`src/rtl/core/fdsf_pkg.sv`:
```
// ----------------------------------------------------------------------------
// fdsf_pkg
// Shared types and constants for the frame difference span finder.
// ----------------------------------------------------------------------------
package fdsf_pkg;

  localparam int unsigned LANES      = 4;
  localparam int unsigned LANE_IW    = 2;
  localparam int unsigned PIX_W      = 8;
  localparam int unsigned WORD_W     = 32;
  localparam int unsigned CFG_W      = 11;
  localparam int unsigned CFG_IDX_W  = 1;
  localparam int unsigned START_W    = 10;
  localparam int unsigned ROW_W      = 10;
  localparam int unsigned LEN_W      = 11;

  localparam logic [CFG_W-1:0] ROW_WIDTH_RST = 11'd320;
  localparam logic [CFG_W-1:0] ROW_COUNT_RST = 11'd240;

  typedef enum logic [CFG_IDX_W-1:0] {
    REG_ROW_WIDTH = 1'b0,
    REG_ROW_COUNT = 1'b1
  } cfg_reg_e;

  typedef struct packed {
    logic [WORD_W-1:0] current_word;
    logic [WORD_W-1:0] previous_word;
  } fdsf_in_t;

  typedef struct packed {
    logic               span_valid;
    logic [START_W-1:0] span_start;
    logic [ROW_W-1:0]   span_row;
    logic [LEN_W-1:0]   span_length;
    logic               frame_done;
  } fdsf_out_t;

  typedef struct packed {
    logic               found;
    logic [LANE_IW-1:0] lo;
    logic [LANE_IW-1:0] hi;
  } fdsf_hits_t;

endpackage

```
`src/rtl/core/fdsf_stream_if.sv`:
```
// ----------------------------------------------------------------------------
// fdsf_stream_if
// Valid/ready channel carrying one payload per transfer.
// ----------------------------------------------------------------------------
interface fdsf_stream_if #(
  parameter type payload_t = logic
);

  logic     valid;
  logic     ready;
  payload_t payload;

  modport source (
    output valid,
    output payload,
    input  ready
  );

  modport sink (
    input  valid,
    input  payload,
    output ready
  );

endinterface

```
`src/rtl/core/fdsf_lane.sv`:
```
// ----------------------------------------------------------------------------
// fdsf_lane
// One byte lane: flags a changed pixel that lies inside the row width.
// ----------------------------------------------------------------------------
module fdsf_lane
  import fdsf_pkg::*;
#(
  parameter int unsigned CW = 10,
  parameter int unsigned WW = 11
) (
  input  logic [PIX_W-1:0] cur_i,
  input  logic [PIX_W-1:0] prev_i,
  input  logic [CW-1:0]    column_i,
  input  logic [WW-1:0]    width_i,
  output logic             hit_o
);

  logic [31:0] column_ext;
  logic [31:0] width_ext;

  assign column_ext = 32'(column_i);
  assign width_ext  = 32'(width_i);
  assign hit_o      = (cur_i != prev_i) && (column_ext < width_ext);

endmodule

```
`src/rtl/core/fdsf_merge.sv`:
```
// ----------------------------------------------------------------------------
// fdsf_merge
// Combines the lane flags into first and last changed byte of the word.
// ----------------------------------------------------------------------------
module fdsf_merge
  import fdsf_pkg::*;
(
  input  logic [LANES-1:0] hits_i,
  output fdsf_hits_t       merged_o
);

  always_comb begin
    merged_o = '0;
    for (int unsigned b = 0; b < LANES; b++) begin
      if (hits_i[b]) begin
        if (!merged_o.found) begin
          merged_o.lo = LANE_IW'(b);
        end
        merged_o.hi    = LANE_IW'(b);
        merged_o.found = 1'b1;
      end
    end
  end

endmodule

```
`src/rtl/core/frame_diff_span_finder.sv`:
```
// ----------------------------------------------------------------------------
// frame_diff_span_finder
// Finds runs of changed pixels between two frames streamed word by word.
//
// in_i carries one word of four pixel bytes from the new and the shown frame
// per transfer, in raster order, lowest byte leftmost. out_o carries a result
// when a span of changed bytes closes (an unchanged word follows or the row
// ends) and on the last word of the frame, which sets frame_done.
// row_width and row_count are written through cfg_we_i / cfg_idx_i /
// cfg_data_i only while the block is idle: a rule for the user, not enforced.
// Four byte lanes compare the word in parallel and a merge stage picks the
// first and last changed byte; the run tracker updates in the same cycle.
// The result of an input transfer is in the output register in the next cycle.
// Throughput is one word per cycle: a new word is taken whenever the output
// register is empty or being drained in the same cycle.
// When the receiver stalls the result is held and the input stalls until
// that result is taken, whether or not the next word would give a result.
// Reset sets row_width to 320, row_count to 240 and the position to the
// start of a frame; no result is pending.
// ----------------------------------------------------------------------------
module frame_diff_span_finder
  import fdsf_pkg::*;
#(
  parameter int unsigned MAX_ROW_PIXELS = 1024,
  parameter int unsigned MAX_ROWS       = 1024
) (
  input  logic                 clk_i,
  input  logic                 rst_ni,
  input  logic                 cfg_we_i,
  input  logic [CFG_IDX_W-1:0] cfg_idx_i,
  input  logic [CFG_W-1:0]     cfg_data_i,
  fdsf_stream_if.sink          in_i,
  fdsf_stream_if.source        out_o
);

  localparam int unsigned WCW = (MAX_ROW_PIXELS > 4) ? $clog2(MAX_ROW_PIXELS / 4) : 1;
  localparam int unsigned BCW = WCW + LANE_IW;
  localparam int unsigned WW  = $clog2(MAX_ROW_PIXELS + 1);
  localparam int unsigned RIW = (MAX_ROWS > 1) ? $clog2(MAX_ROWS) : 1;
  localparam int unsigned HW  = $clog2(MAX_ROWS + 1);

  logic [CFG_W-1:0] row_width_q, row_count_q;
  logic [WCW-1:0]   word_column_q, word_column_d;
  logic [RIW-1:0]   row_index_q, row_index_d;
  logic             in_run_q, in_run_d;
  logic [BCW-1:0]   run_first_q, run_first_d;
  logic [BCW-1:0]   run_last_q, run_last_d;
  logic             out_valid_q, out_valid_d;
  fdsf_out_t        out_data_q, out_data_d;

  logic [WW-1:0]    width_c;
  logic [HW-1:0]    rows_c;
  logic [31:0]      words_c;
  logic             row_end, frame_end, emit, in_xfer;
  logic [LANES-1:0] hits;
  fdsf_hits_t       merged;
  fdsf_in_t         in_data;
  logic [BCW-1:0]   first_now, last_now;
  logic [31:0]      first_ext, last_ext, len_ext, row_ext;

  // configuration
  always_ff @(posedge clk_i or negedge rst_ni) begin
    if (!rst_ni) begin
      row_width_q <= ROW_WIDTH_RST;
      row_count_q <= ROW_COUNT_RST;
    end else if (cfg_we_i) begin
      unique case (cfg_reg_e'(cfg_idx_i))
        REG_ROW_WIDTH: row_width_q <= cfg_data_i;
        REG_ROW_COUNT: row_count_q <= cfg_data_i;
        default: ;
      endcase
    end
  end

  always_comb begin
    if (row_width_q == '0) begin
      width_c = WW'(1);
    end else if (32'(row_width_q) > MAX_ROW_PIXELS) begin
      width_c = WW'(MAX_ROW_PIXELS);
    end else begin
      width_c = WW'(row_width_q);
    end
    if (row_count_q == '0) begin
      rows_c = HW'(1);
    end else if (32'(row_count_q) > MAX_ROWS) begin
      rows_c = HW'(MAX_ROWS);
    end else begin
      rows_c = HW'(row_count_q);
    end
  end

  assign words_c   = (32'(width_c) + 32'd3) >> 2;
  assign row_end   = (32'(word_column_q) + 32'd1) >= words_c;
  assign frame_end = row_end && ((32'(row_index_q) + 32'd1) >= 32'(rows_c));

  // byte lanes
  assign in_data = in_i.payload;

  for (genvar b = 0; b < LANES; b++) begin : g_lane
    fdsf_lane #(
      .CW (BCW),
      .WW (WW)
    ) u_lane (
      .cur_i    (in_data.current_word[b*PIX_W +: PIX_W]),
      .prev_i   (in_data.previous_word[b*PIX_W +: PIX_W]),
      .column_i ({word_column_q, LANE_IW'(b)}),
      .width_i  (width_c),
      .hit_o    (hits[b])
    );
  end

  fdsf_merge u_merge (
    .hits_i   (hits),
    .merged_o (merged)
  );

  // run tracking
  assign first_now = in_run_q ? run_first_q : {word_column_q, merged.lo};
  assign last_now  = merged.found ? {word_column_q, merged.hi} : run_last_q;
  assign emit      = merged.found ? row_end : in_run_q;

  assign first_ext = 32'(first_now);
  assign last_ext  = 32'(last_now);
  assign len_ext   = last_ext - first_ext + 32'd1;
  assign row_ext   = 32'(row_index_q);

  assign in_i.ready = !out_valid_q || out_o.ready;
  assign in_xfer    = in_i.valid && in_i.ready;

  always_comb begin
    word_column_d = word_column_q;
    row_index_d   = row_index_q;
    in_run_d      = in_run_q;
    run_first_d   = run_first_q;
    run_last_d    = run_last_q;
    out_valid_d   = out_valid_q && !out_o.ready;
    out_data_d    = out_data_q;
    if (in_xfer) begin
      if (merged.found) begin
        in_run_d    = 1'b1;
        run_first_d = first_now;
        run_last_d  = last_now;
      end
      if (emit || row_end) begin
        in_run_d = 1'b0;
      end
      if (row_end) begin
        word_column_d = '0;
        row_index_d   = frame_end ? '0 : row_index_q + RIW'(1);
      end else begin
        word_column_d = word_column_q + WCW'(1);
      end
      out_valid_d            = emit || frame_end;
      out_data_d.span_valid  = emit;
      out_data_d.span_start  = emit ? first_ext[START_W-1:0] : '0;
      out_data_d.span_row    = emit ? row_ext[ROW_W-1:0] : '0;
      out_data_d.span_length = emit ? len_ext[LEN_W-1:0] : '0;
      out_data_d.frame_done  = frame_end;
    end
  end

  always_ff @(posedge clk_i or negedge rst_ni) begin
    if (!rst_ni) begin
      word_column_q <= '0;
      row_index_q   <= '0;
      in_run_q      <= 1'b0;
      run_first_q   <= '0;
      run_last_q    <= '0;
      out_valid_q   <= 1'b0;
    end else begin
      word_column_q <= word_column_d;
      row_index_q   <= row_index_d;
      in_run_q      <= in_run_d;
      run_first_q   <= run_first_d;
      run_last_q    <= run_last_d;
      out_valid_q   <= out_valid_d;
    end
  end

  always_ff @(posedge clk_i) begin
    out_data_q <= out_data_d;
  end

  assign out_o.valid   = out_valid_q;
  assign out_o.payload = out_data_q;

  // checks
  a_frame_wrap: assert property (@(posedge clk_i) disable iff (!rst_ni)
    in_xfer && frame_end |=> (row_index_q == '0) && (word_column_q == '0))
    else $error("position not cleared after frame end");

  a_row_closes_run: assert property (@(posedge clk_i) disable iff (!rst_ni)
    in_xfer && row_end |=> !in_run_q)
    else $error("run left open across a row boundary");

  a_run_order: assert property (@(posedge clk_i) disable iff (!rst_ni)
    in_run_q |-> (run_last_q >= run_first_q))
    else $error("open run ends before it starts");

  a_result_on_frame_end: assert property (@(posedge clk_i) disable iff (!rst_ni)
    in_xfer && frame_end |=> out_valid_q && out_data_q.frame_done)
    else $error("frame end transfer gave no result");

endmodule

```
`src/flat_wrapper.sv`:
```
// flat-port wrapper written by rule: the top's interface ports become plain ports
module frame_diff_span_finder_flat import fdsf_pkg::*;
#(
  parameter int unsigned MAX_ROW_PIXELS = 1024,
  parameter int unsigned MAX_ROWS       = 1024
)
  (clk_i, rst_ni, cfg_we_i, cfg_idx_i, cfg_data_i, in_i_valid, in_i_payload, in_i_ready, out_o_valid, out_o_payload, out_o_ready);
  fdsf_stream_if #(.payload_t(fdsf_in_t)) in_i_i ();
  fdsf_stream_if #(.payload_t(fdsf_out_t)) out_o_i ();
  input  logic clk_i;
  input  logic rst_ni;
  input  logic cfg_we_i;
  input  logic [CFG_IDX_W-1:0] cfg_idx_i;
  input  logic [CFG_W-1:0] cfg_data_i;
  input wire logic [$bits(in_i_i.valid)-1:0] in_i_valid;
  input wire logic [$bits(in_i_i.payload)-1:0] in_i_payload;
  output wire logic [$bits(in_i_i.ready)-1:0] in_i_ready;
  output wire logic [$bits(out_o_i.valid)-1:0] out_o_valid;
  output wire logic [$bits(out_o_i.payload)-1:0] out_o_payload;
  input wire logic [$bits(out_o_i.ready)-1:0] out_o_ready;
  assign in_i_i.valid = in_i_valid;
  assign in_i_i.payload = in_i_payload;
  assign in_i_ready = in_i_i.ready;
  assign out_o_valid = out_o_i.valid;
  assign out_o_payload = out_o_i.payload;
  assign out_o_i.ready = out_o_ready;
  frame_diff_span_finder #(.MAX_ROW_PIXELS(MAX_ROW_PIXELS), .MAX_ROWS(MAX_ROWS)) u_core (.clk_i(clk_i), .rst_ni(rst_ni), .cfg_we_i(cfg_we_i), .cfg_idx_i(cfg_idx_i), .cfg_data_i(cfg_data_i), .in_i(in_i_i), .out_o(out_o_i));
endmodule
```
`config.mk`:
```
export PLATFORM = sky130hd
export DESIGN_NAME = frame_diff_span_finder_flat
export DESIGN_NICKNAME = d
export VERILOG_FILES = /design/src/rtl/core/fdsf_pkg.sv /design/src/rtl/core/fdsf_stream_if.sv /design/src/rtl/core/fdsf_lane.sv /design/src/rtl/core/fdsf_merge.sv /design/src/rtl/core/frame_diff_span_finder.sv /design/src/flat_wrapper.sv
export SDC_FILE = /design/constraint.sdc
export NUM_CORES = 1
export LEC_CHECK = 0
export BUFFER_PORTS_ARGS = -buffer_cell sky130_fd_sc_hd__clkbuf_2
export CAP_MARGIN = 0
export CORE_ASPECT_RATIO = 1.1
export CORE_MARGIN = 5
export CORE_UTILIZATION = 56
export DETAILED_ROUTE_END_ITERATION = 7
export PLACE_DENSITY = 0.91
export SLEW_MARGIN = 20
export SYNTH_ARGS = -nofsm -noshare
export SYNTH_HDL_FRONTEND = slang
export SYNTH_SLANG_ARGS = --single-unit
```
`constraint.sdc`:
```
create_clock -name clk_i -period 9.3 [get_ports clk_i]
set_input_delay 0.93 -clock clk_i [delete_from_list [all_inputs] [get_ports clk_i]]
set_output_delay 0.93 -clock clk_i [all_outputs]
set_load 0.005 [all_outputs]
```
==> results.txt <==
Setup crit start -> u_core.row_width_q[9]
Sw Pwr -> 0.707 mW
R2R Setup Slk -> 4.15 ns
Final nets -> 817
Top FF cell, synth -> dfrtp_1
Root Buffer Master -> clkbuf_16
Warnings, synthesis -> 0
# Max-Cap Violations -> 0
GPL Wtd Cong -> 0.911
Synth Area in Simple Gates -> 14.8%
antenna-violating nets left -> 0
latest clock arrival within the worst-skew pair -> 0.34 ns
RSZ-0062 raised after global routing -> no
Setup CP Type -> reg -> reg
die width -> 109 microns
CP endpoint kind -> register
Die Ht -> 119 microns
setup TNS -> 0 ns
crit path DAT -> 5.23 ns
reg2reg start -> u_core.row_width_q[9]
first-pass GRT wire length -> 23,100 microns
Logic pwr share -> 45.3%
maximum VDD drop -> 121 uV
FF/Latch Area -> 0.00255 sq mm
Synth Area in Adders -> 10.7%
Residual DRC -> 0
clock network power share -> 19.7%
Post-Syn Instances -> 574
Syn Nets -> 706
drt total wl -> 13,800 microns
Tot GR Track Use -> 22.5%
most frequent cells in the layout -> clkbuf_2, nand2_1, dfrtp_1
die area -> 0.0129 sq mm
reg-to-reg endpoint -> u_core.out_o.payload[10]
largest net degree at the start of global routing -> 63
largest cells by area after synthesis -> dfrtp_1, edfxtp_1, ha_1
largest family of logic cells by synthesized area -> simple AND/OR/NAND/NOR gates
crit path to -> u_core.out_o.payload[10]
Reg power frac -> 35.0%
CTS tree -> done
Worst EP required -> 9.38 ns
Fill cells -> 802
# clock sinks -> 95
Crit path depth -> 20
Synth Area in Compound Gates -> 9.86%
Max clock buf depth -> 2
Post-Syn Area -> 0.00602 sq mm
global route overflow -> 0
status -> finished clean
worst hold path stage count -> 1
fraction of layout cells with a size suffix above 1 -> 27.1%
Final Max Slew Viols -> 0
Cell Rows -> 39
post-synthesis register bit count -> 95
I/O pin count -> 116
WP buf/inv -> 1
ant diodes -> 0
Critical Path, Cell by Cell -> nor4_1 -> nand3_1 -> o21ai_0 -> nand2_1 -> ha_1 -> nand3_4 -> a2bb2oi_1 -> o21ai_4 -> o21ai_2 -> mux2_2 -> ha_1 -> inv_1 -> fa_1 -> nor2b_1 -> o21ai_0 -> a21boi_0 -> o31ai_1 -> a21oi_1 -> xnor2_1 -> nor2_1
CTS buffer count -> 9
post-synthesis xor/xnor area fraction -> 8.44%
number of synthesized flops with an enable pin -> 33
crit path launch type -> register
Iteration-0 DRC Markers -> 228
Hold WC Path Type -> reg -> reg
post-synthesis mux area share -> 10.7%
CP max-delay cell -> fa_1
synthesis-to-finish area growth -> 16.4%
via count -> 4,729
min cycle time layout -> 5.15 ns
Synth cell types -> 56
vias in the first global route -> 4,987
Async SR Flop Fraction -> 65.3%
Max Clock Skew -> 0.00659 ns
final setup violation count -> 0
TritonRoute pass-1 iters -> 5
Worst Max-Slew Pin Slew -> 0.928 ns
Final Hold Viols -> 0
CP max stage delay -> 0.45 ns
Core Area -> 0.0104 sq mm
footprint of the multi-input gates -> 0.00328 sq mm
final worst path period share -> 55.4%
commonest non-fill, non-tap cell in the layout -> clkbuf_2
Synth top area share -> 23.3%
Seq/Total Area, Yosys -> 42.4%
pwr dens -> 262 mW/mm^2
HPWL Detailed -> 10,700 microns
CTS clk-pin slew, worst paths -> 0.06 ns
hold_sp -> u_core.run_first_q[1]
Post-CTS Setup Inserts -> 0
FMAX -> 194 MHz
post-CTS sizing -> 0
Starting Density -> 57.6%
DR vias/cell -> 5.68
CTS HTree Levels -> 3
worst hold slack -> 0.507 ns
initial antenna violation count -> 0
Yosys top cell by area -> dfrtp_1
IO buf count -> 115
CP top delay family -> compound AO/OA/AOI/OAI gates
LEAKAGE -> 3.29 nW
Routed wire per std cell -> 16.5 microns
sw frac -> 38.6%
Int Pwr -> 1.13 mW
Post-Synthesis Mean Instance Area -> 10.5 sq um
Critical Path Fanout Max -> 12
Rel. slew slack -> 38.0%
FF-to-FF path depth -> 20
hold_buf cts -> 0
==> layer usage <==
layer / vias up / GRT usage [%] / part of all wire [%]
li1: 2259 / - / -
met1: 2240 / 27.5 / 41
met2: 190 / 38.0 / 51
met3: 40 / 4.63 / 5.6
met4: 0 / 10.1 / 2.6
met5: - / 0 / 0
==> worst min path at each step <==
stage / to / slack (ns)
after floorplan: u_core.run_first_q[1] / 0.47
after global placement: u_core.run_last_q[7] / 0.49
after detailed placement: u_core.run_last_q[7] / 0.49
after CTS: u_core.run_first_q[1] / 0.51
after global routing: u_core.run_last_q[3] / 0.52
final: u_core.run_first_q[1] / 0.51
==> cell usage after synthesis, drive strengths merged, types with 3 or more instances <==
library cell  number
a22o               4
and4               3
o21ai             29
and3              11
a21oi             14
ha                50
edfxtp            33
mux2i             18
inv               27
mux2              40
nor4               8
nand2             56
clkbuf            13
nor2              35
nand4              4
nor2b              9
o22ai              3
nand3             10
a2bb2oi            4
dfstp              6
dfrtp             56
and2              16
a21o               6
o21a               3
nand2b            13
o211ai             6
a31oi              3
xnor2             31
buf                5
xor2              27
nor3               8
==> stage by stage <==
stage                     cell area, sq um  instances  setup slack (ns)  util [%]  power (mW)
after floorplan                       6020        574              4.68         -        1.23
after global placement                6710        817              4.45      64.3        1.39
after detailed placement              6710        817              4.25      64.3        1.44
after CTS                             7000        833              4.23      67.1        1.82
after global routing                  7000        833              3.80      67.1        1.96
final                                 7000        833              4.15      67.1        1.83
==> power by group through the flow <==
stage | logic [mW] | clock network, mW | registers (mW)
3_3_place_gp | 0.750 | 0 | 0.637
4_1_cts | 0.821 | 0.364 | 0.639
6_report | 0.832 | 0.361 | 0.642
2_1_floorplan | 0.618 | 0 | 0.607
5_1_grt | 0.928 | 0.384 | 0.653
3_5_place_dp | 0.796 | 0 | 0.646
==> cell type report <==
type	count	area share (%)
Multi-Input combinational cell	433	46.8
Sequential cell	95	36.4
Timing Repair Buffer	118	8.54
Clock buffer	10	3.27
Tap cell	143	2.55
Inverter	28	1.50
Clock inverter	6	0.875
==> registers in the layout, indices dropped and copies added, names as in the netlist <==
register / flops
u_core.out_o.valid: 1
u_core.word_column_q: 8
u_core.run_last_q: 10
u_core.in_run_q: 1
u_core.out_o.payload: 33
u_core.row_count_q: 11
u_core.row_index_q: 10
u_core.row_width_q: 11
u_core.run_first_q: 10
==> kinds of logic after synthesis <==
group           Yosys count
compound gates           88
xor+xnor                 58
fa+ha+maj                51
buf+inv                  46
flops                    95
mux                      58
simple gates            178
(Power assumes the default switching activity.)
